## src/design/frt_pkg.sv

```systemverilog
// Shared types and constants for the fragment reassembly tracker.
// Used by every module of the block; depends on nothing.
package frt_pkg;

  // Protocol and sizing constants.
  localparam int unsigned FRAG_MAX    = 1024;
  localparam int unsigned PAYLOAD_MAX = 64;
  localparam logic [7:0]  PROTO_VER   = 8'd1;

  // Bitmap geometry: one memory row holds ROW_W received bits.
  localparam int unsigned ROW_W     = 32;
  localparam int unsigned BIT_W     = $clog2(ROW_W);
  localparam int unsigned ROWS      = FRAG_MAX / ROW_W;
  localparam int unsigned ROW_IDX_W = $clog2(ROWS);
  localparam int unsigned IDX_W     = $clog2(FRAG_MAX);
  localparam int unsigned CNT_W     = $clog2(FRAG_MAX + 1);
  localparam int unsigned SLOT_W    = 10;

  // Verdict codes.
  localparam logic [1:0] VERDICT_STORED    = 2'd0;
  localparam logic [1:0] VERDICT_MALFORMED = 2'd1;
  localparam logic [1:0] VERDICT_REJECTED  = 2'd2;
  localparam logic [1:0] VERDICT_COMPLETE  = 2'd3;

  // Register indexes of the configuration port.
  localparam logic [1:0] REG_LOCAL_ADDR  = 2'd0;
  localparam logic [1:0] REG_LOWEST_TYPE = 2'd1;
  localparam logic [1:0] REG_HIGHEST_TYPE = 2'd2;

  // Configuration register values.
  typedef struct packed {
    logic [7:0] local_address;
    logic [7:0] lowest_type;
    logic [7:0] highest_type;
  } frt_cfg_t;

  // Fragment header as it enters the tracking stage.
  typedef struct packed {
    logic        malformed;
    logic [7:0]  msg_type;
    logic [7:0]  sender;
    logic [63:0] session;
    logic [31:0] sequence_req;
    logic [15:0] frag_index;
    logic [15:0] frag_count;
  } frt_hdr_t;

  // One result word.
  typedef struct packed {
    logic              started_new;
    logic [SLOT_W-1:0] store_slot;
    logic [1:0]        verdict;
  } frt_result_t;

  // Bitmap memory write port.
  typedef struct packed {
    logic                 en;
    logic [ROW_IDX_W-1:0] row;
    logic [ROW_W-1:0]     data;
  } frt_wr_t;

endpackage

```

## src/design/fragment_reassembly_tracker.sv

```systemverilog
// Fragment reassembly tracker: takes one fragment header word per cycle while the output is
// not stalled and returns one verdict word per header through the header register and the
// output register. The rate is set by the received-fragment bitmap memory (32 rows of 32
// bits), read once when a header is accepted and written back when a stored fragment does
// not finish its message; a write to the row being read at the same edge is forwarded. The bitmap
// is cleared for a new message, on completion and at reset through per-row valid flags, so
// there is no clearing pass. Depends on frt_pkg, frt_cfg_regs, frt_bitmap_mem, frt_assembly.
module fragment_reassembly_tracker (
  input  logic         clk,
  input  logic         rst_n,
  // Fields from bit 0 up: version[7:0], msg_type[15:8], sender[23:16], receiver[31:24],
  // session[95:32], sequence_req[127:96], frag_index[143:128], frag_count[159:144],
  // payload_length[175:160].
  input  logic [175:0] in_tdata,
  input  logic         in_tvalid,
  output logic         in_tready,
  // Fields from bit 0 up: verdict[1:0], store_slot[11:2], started_new[12], zero fill.
  output logic [15:0]  out_tdata,
  output logic         out_tvalid,
  input  logic         out_tready,
  input  logic         cfg_psel,
  input  logic         cfg_penable,
  input  logic         cfg_pwrite,
  input  logic [3:0]   cfg_paddr,
  input  logic [31:0]  cfg_pwdata,
  output logic [31:0]  cfg_prdata,
  output logic         cfg_pready
);

  frt_pkg::frt_cfg_t    cfg;
  frt_pkg::frt_hdr_t    hdr_in;
  frt_pkg::frt_hdr_t    hdr_r;
  frt_pkg::frt_result_t result;
  frt_pkg::frt_result_t out_r;
  frt_pkg::frt_wr_t     wr;
  logic [frt_pkg::ROW_W-1:0] row_data;
  logic                 s1_valid_r;
  logic                 out_valid_r;
  logic                 s1_adv;
  logic                 in_accept;

  logic [7:0]  f_version;
  logic [7:0]  f_receiver;
  logic [15:0] f_length;

  frt_cfg_regs u_cfg (
    .clk     (clk),
    .rst_n   (rst_n),
    .psel    (cfg_psel),
    .penable (cfg_penable),
    .pwrite  (cfg_pwrite),
    .paddr   (cfg_paddr),
    .pwdata  (cfg_pwdata),
    .prdata  (cfg_prdata),
    .pready  (cfg_pready),
    .cfg     (cfg)
  );

  // Unpack the input word and check the header for malformed fields.
  assign f_version  = in_tdata[7:0];
  assign f_receiver = in_tdata[31:24];
  assign f_length   = in_tdata[175:160];

  always_comb begin
    hdr_in.msg_type     = in_tdata[15:8];
    hdr_in.sender       = in_tdata[23:16];
    hdr_in.session      = in_tdata[95:32];
    hdr_in.sequence_req = in_tdata[127:96];
    hdr_in.frag_index   = in_tdata[143:128];
    hdr_in.frag_count   = in_tdata[159:144];
    hdr_in.malformed    = (f_version != frt_pkg::PROTO_VER) ||
                          (hdr_in.msg_type < cfg.lowest_type) ||
                          (hdr_in.msg_type > cfg.highest_type) ||
                          (hdr_in.frag_count == 16'd0) ||
                          (hdr_in.frag_count > 16'(frt_pkg::FRAG_MAX)) ||
                          (hdr_in.frag_index >= hdr_in.frag_count) ||
                          (f_length > 16'(frt_pkg::PAYLOAD_MAX)) ||
                          (f_receiver != cfg.local_address);
  end

  // Handshake: the decision stage moves on whenever the output register is free or drains.
  assign s1_adv    = s1_valid_r && (!out_valid_r || out_tready);
  assign in_tready = !s1_valid_r || s1_adv;
  assign in_accept = in_tvalid && in_tready;

  // Header register in front of the decision stage.
  always_ff @(posedge clk) begin
    if (!rst_n) begin
      s1_valid_r <= 1'b0;
    end else if (in_tready) begin
      s1_valid_r <= in_tvalid;
    end
  end

  always_ff @(posedge clk) begin
    if (in_accept) begin
      hdr_r <= hdr_in;
    end
  end

  frt_bitmap_mem u_mem (
    .clk     (clk),
    .rd_en   (in_accept),
    .rd_row  (hdr_in.frag_index[frt_pkg::IDX_W-1:frt_pkg::BIT_W]),
    .rd_data (row_data),
    .wr      (wr)
  );

  frt_assembly u_asm (
    .clk      (clk),
    .rst_n    (rst_n),
    .advance  (s1_adv),
    .hdr      (hdr_r),
    .row_data (row_data),
    .result   (result),
    .wr       (wr)
  );

  // Output register.
  always_ff @(posedge clk) begin
    if (!rst_n) begin
      out_valid_r <= 1'b0;
    end else if (!out_valid_r || out_tready) begin
      out_valid_r <= s1_valid_r;
    end
  end

  always_ff @(posedge clk) begin
    if (s1_adv) begin
      out_r <= result;
    end
  end

  assign out_tvalid = out_valid_r;
  assign out_tdata  = {3'd0, out_r};

endmodule

```

## src/design/frt_cfg_regs.sv

```systemverilog
// Configuration registers of the fragment reassembly tracker behind an APB-style port.
// Depends on frt_pkg.
module frt_cfg_regs (
  input  logic              clk,
  input  logic              rst_n,
  input  logic              psel,
  input  logic              penable,
  input  logic              pwrite,
  input  logic [3:0]        paddr,
  input  logic [31:0]       pwdata,
  output logic [31:0]       prdata,
  output logic              pready,
  output frt_pkg::frt_cfg_t cfg
);

  frt_pkg::frt_cfg_t cfg_r;
  logic [1:0]        reg_idx;
  logic              wr_en;

  assign pready  = 1'b1;
  assign reg_idx = paddr[3:2];
  assign wr_en   = psel && penable && pwrite && pready;

  // Register writes; an address beyond the list is ignored.
  always_ff @(posedge clk) begin
    if (!rst_n) begin
      cfg_r.local_address <= 8'd0;
      cfg_r.lowest_type   <= 8'd1;
      cfg_r.highest_type  <= 8'd4;
    end else if (wr_en) begin
      case (reg_idx)
        frt_pkg::REG_LOCAL_ADDR:   cfg_r.local_address <= pwdata[7:0];
        frt_pkg::REG_LOWEST_TYPE:  cfg_r.lowest_type   <= pwdata[7:0];
        frt_pkg::REG_HIGHEST_TYPE: cfg_r.highest_type  <= pwdata[7:0];
        default: ;
      endcase
    end
  end

  // Read back.
  always_comb begin
    case (reg_idx)
      frt_pkg::REG_LOCAL_ADDR:   prdata = {24'd0, cfg_r.local_address};
      frt_pkg::REG_LOWEST_TYPE:  prdata = {24'd0, cfg_r.lowest_type};
      frt_pkg::REG_HIGHEST_TYPE: prdata = {24'd0, cfg_r.highest_type};
      default:                   prdata = 32'd0;
    endcase
  end

  assign cfg = cfg_r;

endmodule

```

## src/design/frt_bitmap_mem.sv

```systemverilog
// Received-fragment bitmap memory: one write and one registered read per cycle.
// A read of the row written at the same edge returns the new data. Depends on frt_pkg.
module frt_bitmap_mem (
  input  logic                          clk,
  input  logic                          rd_en,
  input  logic [frt_pkg::ROW_IDX_W-1:0] rd_row,
  output logic [frt_pkg::ROW_W-1:0]     rd_data,
  input  frt_pkg::frt_wr_t              wr
);

  logic [frt_pkg::ROW_W-1:0] mem [frt_pkg::ROWS];
  logic [frt_pkg::ROW_W-1:0] rd_data_r;

  // Write port.
  always_ff @(posedge clk) begin
    if (wr.en) begin
      mem[wr.row] <= wr.data;
    end
  end

  // Read port, forwarding a write to the same row.
  always_ff @(posedge clk) begin
    if (rd_en) begin
      if (wr.en && (wr.row == rd_row)) begin
        rd_data_r <= wr.data;
      end else begin
        rd_data_r <= mem[rd_row];
      end
    end
  end

  assign rd_data = rd_data_r;

endmodule

```

## src/design/frt_assembly.sv

```systemverilog
// Message assembly state and per-fragment decision of the fragment reassembly tracker.
// Holds the current message identity, fill total and row-valid flags. Depends on frt_pkg.
module frt_assembly (
  input  logic                      clk,
  input  logic                      rst_n,
  input  logic                      advance,
  input  frt_pkg::frt_hdr_t         hdr,
  input  logic [frt_pkg::ROW_W-1:0] row_data,
  output frt_pkg::frt_result_t      result,
  output frt_pkg::frt_wr_t          wr
);

  localparam int unsigned CNT_W = frt_pkg::CNT_W;

  logic [7:0]              cur_type_r,     cur_type_nxt;
  logic [7:0]              cur_sender_r,   cur_sender_nxt;
  logic [63:0]             cur_session_r,  cur_session_nxt;
  logic [31:0]             cur_sequence_r, cur_sequence_nxt;
  logic [CNT_W-1:0]        cur_count_r,    cur_count_nxt;
  logic [CNT_W-1:0]        total_r,        total_nxt;
  logic [frt_pkg::ROWS-1:0] row_valid_r,   row_valid_nxt;

  logic [frt_pkg::ROW_IDX_W-1:0] row;
  logic [frt_pkg::BIT_W-1:0]     bit_sel;
  logic [frt_pkg::ROW_W-1:0]     row_bits;
  logic [frt_pkg::ROW_W-1:0]     base_bits;
  logic [CNT_W-1:0]              eff_count;
  logic [CNT_W-1:0]              eff_total;
  logic [CNT_W-1:0]              new_total;
  logic                          ident_diff;
  logic                          started;
  logic                          reject;
  logic                          stored;
  logic                          complete;

  assign row     = hdr.frag_index[frt_pkg::IDX_W-1:frt_pkg::BIT_W];
  assign bit_sel = hdr.frag_index[frt_pkg::BIT_W-1:0];

  // A row that has not been written since the last clear reads as empty.
  assign row_bits = row_valid_r[row] ? row_data : '0;

  // Identity compare and the decision for this fragment.
  assign ident_diff = (cur_session_r != hdr.session) || (cur_type_r != hdr.msg_type) ||
                      (cur_sender_r != hdr.sender) || (cur_sequence_r != hdr.sequence_req);
  assign started    = !hdr.malformed && ident_diff;
  assign eff_count  = started ? hdr.frag_count[CNT_W-1:0] : cur_count_r;
  assign eff_total  = started ? '0 : total_r;
  assign base_bits  = started ? '0 : row_bits;
  assign reject     = !hdr.malformed &&
                      (({{(16-CNT_W){1'b0}}, eff_count} != hdr.frag_count) || base_bits[bit_sel]);
  assign stored     = !hdr.malformed && !reject;
  assign new_total  = eff_total + 1'b1;
  assign complete   = stored && (new_total >= eff_count);

  // Result word.
  always_comb begin
    if (hdr.malformed) begin
      result.verdict = frt_pkg::VERDICT_MALFORMED;
    end else if (reject) begin
      result.verdict = frt_pkg::VERDICT_REJECTED;
    end else if (complete) begin
      result.verdict = frt_pkg::VERDICT_COMPLETE;
    end else begin
      result.verdict = frt_pkg::VERDICT_STORED;
    end
    result.store_slot  = stored ? hdr.frag_index[frt_pkg::SLOT_W-1:0] : '0;
    result.started_new = started;
  end

  // Bitmap row write-back for a stored fragment that does not finish the message.
  always_comb begin
    wr.en   = advance && stored && !complete;
    wr.row  = row;
    wr.data = base_bits | (frt_pkg::ROW_W'(1) << bit_sel);
  end

  // Next assembly state.
  always_comb begin
    cur_type_nxt     = cur_type_r;
    cur_sender_nxt   = cur_sender_r;
    cur_session_nxt  = cur_session_r;
    cur_sequence_nxt = cur_sequence_r;
    cur_count_nxt    = cur_count_r;
    total_nxt        = total_r;
    row_valid_nxt    = row_valid_r;
    if (advance && stored) begin
      if (complete) begin
        cur_type_nxt     = '0;
        cur_sender_nxt   = '0;
        cur_session_nxt  = '0;
        cur_sequence_nxt = '0;
        cur_count_nxt    = '0;
        total_nxt        = '0;
        row_valid_nxt    = '0;
      end else begin
        if (started) begin
          cur_type_nxt     = hdr.msg_type;
          cur_sender_nxt   = hdr.sender;
          cur_session_nxt  = hdr.session;
          cur_sequence_nxt = hdr.sequence_req;
          cur_count_nxt    = eff_count;
          row_valid_nxt    = '0;
        end
        total_nxt          = new_total;
        row_valid_nxt[row] = 1'b1;
      end
    end
  end

  always_ff @(posedge clk) begin
    if (!rst_n) begin
      cur_type_r     <= '0;
      cur_sender_r   <= '0;
      cur_session_r  <= '0;
      cur_sequence_r <= '0;
      cur_count_r    <= '0;
      total_r        <= '0;
      row_valid_r    <= '0;
    end else begin
      cur_type_r     <= cur_type_nxt;
      cur_sender_r   <= cur_sender_nxt;
      cur_session_r  <= cur_session_nxt;
      cur_sequence_r <= cur_sequence_nxt;
      cur_count_r    <= cur_count_nxt;
      total_r        <= total_nxt;
      row_valid_r    <= row_valid_nxt;
    end
  end

endmodule

```

## config.mk

```make
export PLATFORM = sky130hd
export DESIGN_NAME = fragment_reassembly_tracker
export DESIGN_NICKNAME = d
export VERILOG_FILES = /design/src/design/frt_pkg.sv /design/src/design/fragment_reassembly_tracker.sv /design/src/design/frt_cfg_regs.sv /design/src/design/frt_bitmap_mem.sv /design/src/design/frt_assembly.sv
export SDC_FILE = /design/constraint.sdc
export NUM_CORES = 2
export LEC_CHECK = 0
export BUFFER_PORTS_ARGS = -buffer_cell sky130_fd_sc_hd__buf_2
export CORE_MARGIN = 10
export CORE_UTILIZATION = 45
export CTS_BUF_LIST = sky130_fd_sc_hd__clkbuf_8
export DETAILED_ROUTE_END_ITERATION = 10
export PLACE_DENSITY = 0.7
export SLEW_MARGIN = 40
export SYNTH_ARGS = -nofsm -noshare
export SYNTH_HDL_FRONTEND = slang
export SYNTH_HIERARCHICAL = 1
export SYNTH_SLANG_ARGS = --single-unit
```

## constraint.sdc

```tcl
create_clock -name clk -period 20.7 [get_ports clk]
set_input_delay 1.035 -clock clk [delete_from_list [all_inputs] [get_ports clk]]
set_output_delay 1.035 -clock clk [all_outputs]
set_load 0.01 [all_outputs]
```

# After elaboration in Yosys (flattened, before gate mapping)
# Memories as Yosys holds them, arrays and structs flattened. A register that Yosys moved wholly into a read port is not among the register bits.
# Cells that the tools add are included.
# totals
ff_bits	344
mem_bits_rw	1024
inputBits	219
out_inout_bits	51
word_cells	111
memories	1
# mem_list
memory	depth	width	rd	rd_clocked_by_memory_dff	wr	line	rtl
u_mem.mem	32	32	1	1	1	frt_bitmap_mem.sv:11	logic [frt_pkg::ROW_W-1:0] mem [frt_pkg::ROWS];
# classes
n_addsub	1
magnitude_cmp	9
n_eq_ne	9
shifts	1
n_mux	30
n_bitwise	2
reduce_logical	36
# ops
operator	count
$mux W32	8
$mux W64	2
$ne A64 B64 Y1	1
$or A32 B32 Y32	2
$mux W11	5
$mux W8	4
$ne A32 B32 Y1	1
$shl A1 B5 Y32 const A	1
$ne A8 B8 Y1	3
$pmux W8 S3	1
$ge A16 B16 Y1	1
$gt A16 B11 Y1 const B	1
$gt A16 B7 Y1 const B	1
$logic_not A16 Y1	1
$ne A11 B16 Y1	1
$logic_or A1 B1 Y1	13
$lt A5 B6 Y1 const B	2
$add A11 B1 Y11 const B	1
$ge A11 B11 Y1	1
$logic_and A1 B1 Y1	11
$bmux W1 S5	2
$gt A8 B8 Y1	1
$lt A8 B8 Y1	1
$ne A8 B1 Y1 const B	1
10 further kinds	22

# Depth between registers and ports, before layout
# logic_depth
depth_word	17
ltp_mapped	26
depth_no_buf	21

# By module
# The synthesis kept the hierarchy.
# by_module_without_submodules
module	instances	cells_each	area_each_um2	seq_area_each_um2
frt_bitmap_mem	1	2181	41317.1	31710.4
frt_assembly	1	823	8309.2	3323.2
fragment_reassembly_tracker	1	301	5816.8	4784.6
frt_cfg_regs	1	147	1308.8	480.5

# Worst setup path before layout
# Ideal clock, no wire load.
# synth_timing
path_kind	register to register
startpoint	register hdr_r[122] in the netlist's numbering
endpoint	memory u_mem/mem[12][0] in the netlist's numbering (enable)
setup_ns	0.421
arrival_ns	6.256
t_required_ns	20.279
setup_slack_ns	14.023
path_stages_with_launch	24
n_path_buf	4
synth_period_minus_slack_ns	6.677
path_cell_list	edfxtp_1 -> xor2_1 -> nor4_1 -> nand4_1 -> nor4_1 -> a21oi_1 -> clkbuf_1 -> buf_1 -> nor2b_1 -> ha_1 -> nand3_1 -> xor2_1 -> nor2_1 -> ha_1 -> o21a_1 -> o2111ai_1 -> a21oi_1 -> a211oi_1 -> o21ai_1 -> clkbuf_1 -> nor2_1 -> or3b_2 -> clkbuf_1 -> nor2_1
# synth_lines
item	line	rtl
start, declared	fragment_reassembly_tracker.sv:32	frt_pkg::frt_hdr_t hdr_r;
start signal, assigned	fragment_reassembly_tracker.sv:97	hdr_r <= hdr_in;
end, declared	frt_bitmap_mem.sv:11	

==> summary.md <==
Input and output buffers added on the ports amount to 215. The number of pins with negative max-slew slack in the final report came out at 0. The worst pin sits at a relative slew slack of 36.9%.

The logs give 0.125 mm2 for the core footprint and 0.95 ns for the clock latency reported for the late side of the worst-skew pair. Summed over all nets, the half-perimeter wirelength after detailed placement is 74600 um. The average instance in the mapped netlist occupies 16.4 um2. The floorplan step set the die width to 375 um. Summed over all failing endpoints, the final setup total negative slack is 0 ns. The post-synthesis to final-layout area growth was 12.5%. Summing all flip-flop and latch instances after layout gives 0.0401 mm2. STA classifies the critical path startpoint as a flop. The worst register-to-register path ends at u_mem/mem[4][3]$_DFFE_PP_.

In the finished design, the share of the clock period the worst path needs comes to 33.3%. The analysis attributes to cell leakage a power of 23.3 nW. The run gives 203000 um as the wire length of the first global-routing pass. Dividing total power by cell area gives a power density of 87.9 mW/mm2. At the worst endpoint, the arrival time is 7.43 ns. Leaving out fill and tap cells, the most frequent cells in the layout are 1208 x sky130_fd_sc_hd__edfxtp_1, 577 x sky130_fd_sc_hd__mux2i_1, 223 x sky130_fd_sc_hd__clkbuf_8.

Measured along the y axis, the die boundary spans 375 um. On the final layout, the worst clock skew is 0.0547 ns. The count of maximum capacitance violations was 0. The floorplan has 130 rows.

Data on the critical path is required at its endpoint by 21.24 ns. At the end of routability-driven placement, the weighted congestion stood at 0.802. The run gives 0 as the leftover overflow at the end of global routing. For this run, the detailed router's first-pass iteration total came to 5. The maximum net fanout on the critical path works out to 26.

Leaving out fill and tap cells, the most frequent cell in the layout is sky130_fd_sc_hd__edfxtp_1. The tools report the utilization after layout as 50.8%. The first routing iteration left 3226 violations. Post-CTS repair changed the size of 0 cells.

TritonCTS built the clock tree. In the final design database the tool counted 4015 nets. For the finished layout, the period the worst path requires is 6.89 ns. OpenSTA, run right after detailed placement, puts the worst setup slack at 13.73 ns. For the count of mapped cells out of synthesis, the log shows 3446. The element type at the critical path end was a flop. The worst-case IR drop observed on VDD is 0.0000507 V.

The tools report the CTS buffer count as 213. The source of the worst register-to-register timing path was hdr_r[104]$_DFFE_PP_. Cells with a size suffix above 1 make up 18.1% of the layout. The run gives 19.0% as the overall track demand over capacity in global routing.

The number of remaining DRC errors came out at 0. The number of buffers added to fix hold violations after cts was 0. The number of nets with antenna violations after detailed routing is 0, and the count of H-tree levels built during CTS is 4. The number of global-route vias before repair was 31300. The number of cells on the worst reg-to-reg path is 21.

The critical path in this run is classified as flop to flop. Once the floorplan was initialized, standard cells occupied 45.2% of the core. The tightest min-delay check is of the input port to flop type. In this run the register-to-register setup slack is 13.81 ns.

Slew at the pin with the worst max-slew slack: 0.946 ns. The maximum number of pins on one net before global-route repair is 129, and the worst hold path cell count is 1. The hold violation total from the final report came out at 0.

The via count is 32000, and the area of the die is 0.140 mm2. Yosys printed 6 warnings. The least setup slack across all paths after layout came out at 13.81 ns.

Clock-pin slew was measured on the worst setup and hold paths at 0.07 ns. The tools report the post-synthesis instance area as 0.0566 mm2. The filler cells instantiated in the layout total 10200.

Mean number of vias per cell: 5.71. For this design the top-level I/O count stands at 270. In this run the most critical hold path is launched from in_tdata[102]. The run finished with clean final reports.

The post-route worst hold slack came out at 0.274 ns. The number of setup violations in the final report was 0. The destination of the worst hold path is hdr_r[38]$_DFFE_PP_. Root buffer selected by CTS: sky130_fd_sc_hd__clkbuf_8. Dividing the detail-routed wire length by the instance count gives 24.8 um.

Highest clock frequency the design can meet: 145 MHz. Setup repair after global routing left no endpoint under its margin. The initial antenna violation count is 15. The tools report the count of buffers added by post-CTS timing repair for setup as 0. The clock passes through at most 3 buffers. The multi-input combinational cells in the finished layout cover a total of 0.0153 mm2.

The total length of routed wires came out at 138000 um. Counting every sink on the clock net gives 1400.
worst max-delay path by stage:
stage,end,cells past startpoint,from
floorplan,u_mem/mem[12][0]$_DFFE_PP_,23,hdr_r[122]$_DFFE_PP_
CTS,u_mem/mem[4][30]$_DFFE_PP_,22,hdr_r[66]$_DFFE_PP_
global route,u_mem/mem[4][3]$_DFFE_PP_,22,hdr_r[32]$_DFFE_PP_
finish,u_mem/mem[4][3]$_DFFE_PP_,21,hdr_r[104]$_DFFE_PP_
detailed placement,u_mem/mem[4][20]$_DFFE_PP_,22,hdr_r[66]$_DFFE_PP_
global placement,u_mem/mem[5][20]$_DFFE_PP_,22,hdr_r[66]$_DFFE_PP_
power breakdown:
part | internal, mW | switching, mW | leakage, nW
combinational | 0.106 | 0.201 | 8.26
sequential | 3.11 | 0.0213 | 12.7
clock | 1.08 | 1.07 | 2.36
total | 4.30 | 1.29 | 23.3
state kept, by name, indices dropped and copies added, names as in the netlist:
name / flops
u_asm/cur_session_r: 64
s1_valid_r: 1
u_mem/rd_data: 32
out_tdata: 13
u_mem/mem: 1024
u_cfg/cfg: 24
out_tvalid: 1
u_asm/cur_type_r: 8
u_asm/row_valid_r: 32
u_asm/total_r: 11
u_asm/cur_sequence_r: 32
hdr_r: 139
u_asm/cur_count_r: 11
u_asm/cur_sender_r: 8
final cells by class:
class,count,share of cell area [%]
Sequential cell,1400,63.0
Multi-Input combinational cell,1796,24.1
Clock buffer,223,4.82
Tap cell,1650,3.24
Timing Repair Buffer,303,3.02
Clock inverter,176,1.54
Inverter,39,0.230
Antenna cell,8,0.0315
critical path, stage by stage, from the launching register on:
cell                        delay [ns]
sky130_fd_sc_hd__edfxtp_1         0.42
sky130_fd_sc_hd__xor2_1           0.16
sky130_fd_sc_hd__nor4_1           0.58
sky130_fd_sc_hd__nand4_1          0.22
sky130_fd_sc_hd__nor4_1           0.71
sky130_fd_sc_hd__a21oi_4          0.13
sky130_fd_sc_hd__nor2b_1          0.28
sky130_fd_sc_hd__ha_1             0.26
sky130_fd_sc_hd__nand3_1          0.10
sky130_fd_sc_hd__xor2_1           0.18
sky130_fd_sc_hd__nor2_1           0.08
sky130_fd_sc_hd__ha_1             0.31
sky130_fd_sc_hd__o21a_1           0.19
sky130_fd_sc_hd__o2111ai_1        0.17
sky130_fd_sc_hd__a21oi_1          0.07
sky130_fd_sc_hd__a211oi_1         0.29
sky130_fd_sc_hd__o21ai_2          0.09
sky130_fd_sc_hd__buf_4            0.21
sky130_fd_sc_hd__nor2_1           0.36
sky130_fd_sc_hd__or3b_2           0.72
sky130_fd_sc_hd__nor2_4           0.37
sky130_fd_sc_hd__buf_4            0.52
per-stage QoR:
| step | area, um2 | cells | power, mW |
|---|---|---|---|
| after floorplan | 56700 | 3471 | 3.39 |
| after global placement | 59300 | 5177 | 3.49 |
| after detailed placement | 59500 | 5184 | 3.50 |
| after CTS | 63500 | 5583 | 5.63 |
| after global routing | 63600 | 5589 | 5.78 |
| final | 63700 | 5595 | 5.59 |
routing by layer:
| metal | GRT usage, % | wire, um | vias up | part of all wire, % |
|---|---|---|---|---|
| li1 | - | - | 14300 | - |
| met1 | 26.0 | 58500 | 16100 | 42 |
| met2 | 30.1 | 64900 | 1365 | 47 |
| met3 | 3.88 | 11000 | 281 | 8.0 |
| met4 | 6.77 | 4040 | 6 | 2.9 |
| met5 | 0 | 33 | - | 0.024 |
Note: power is estimated with default switching activity, not from simulation.
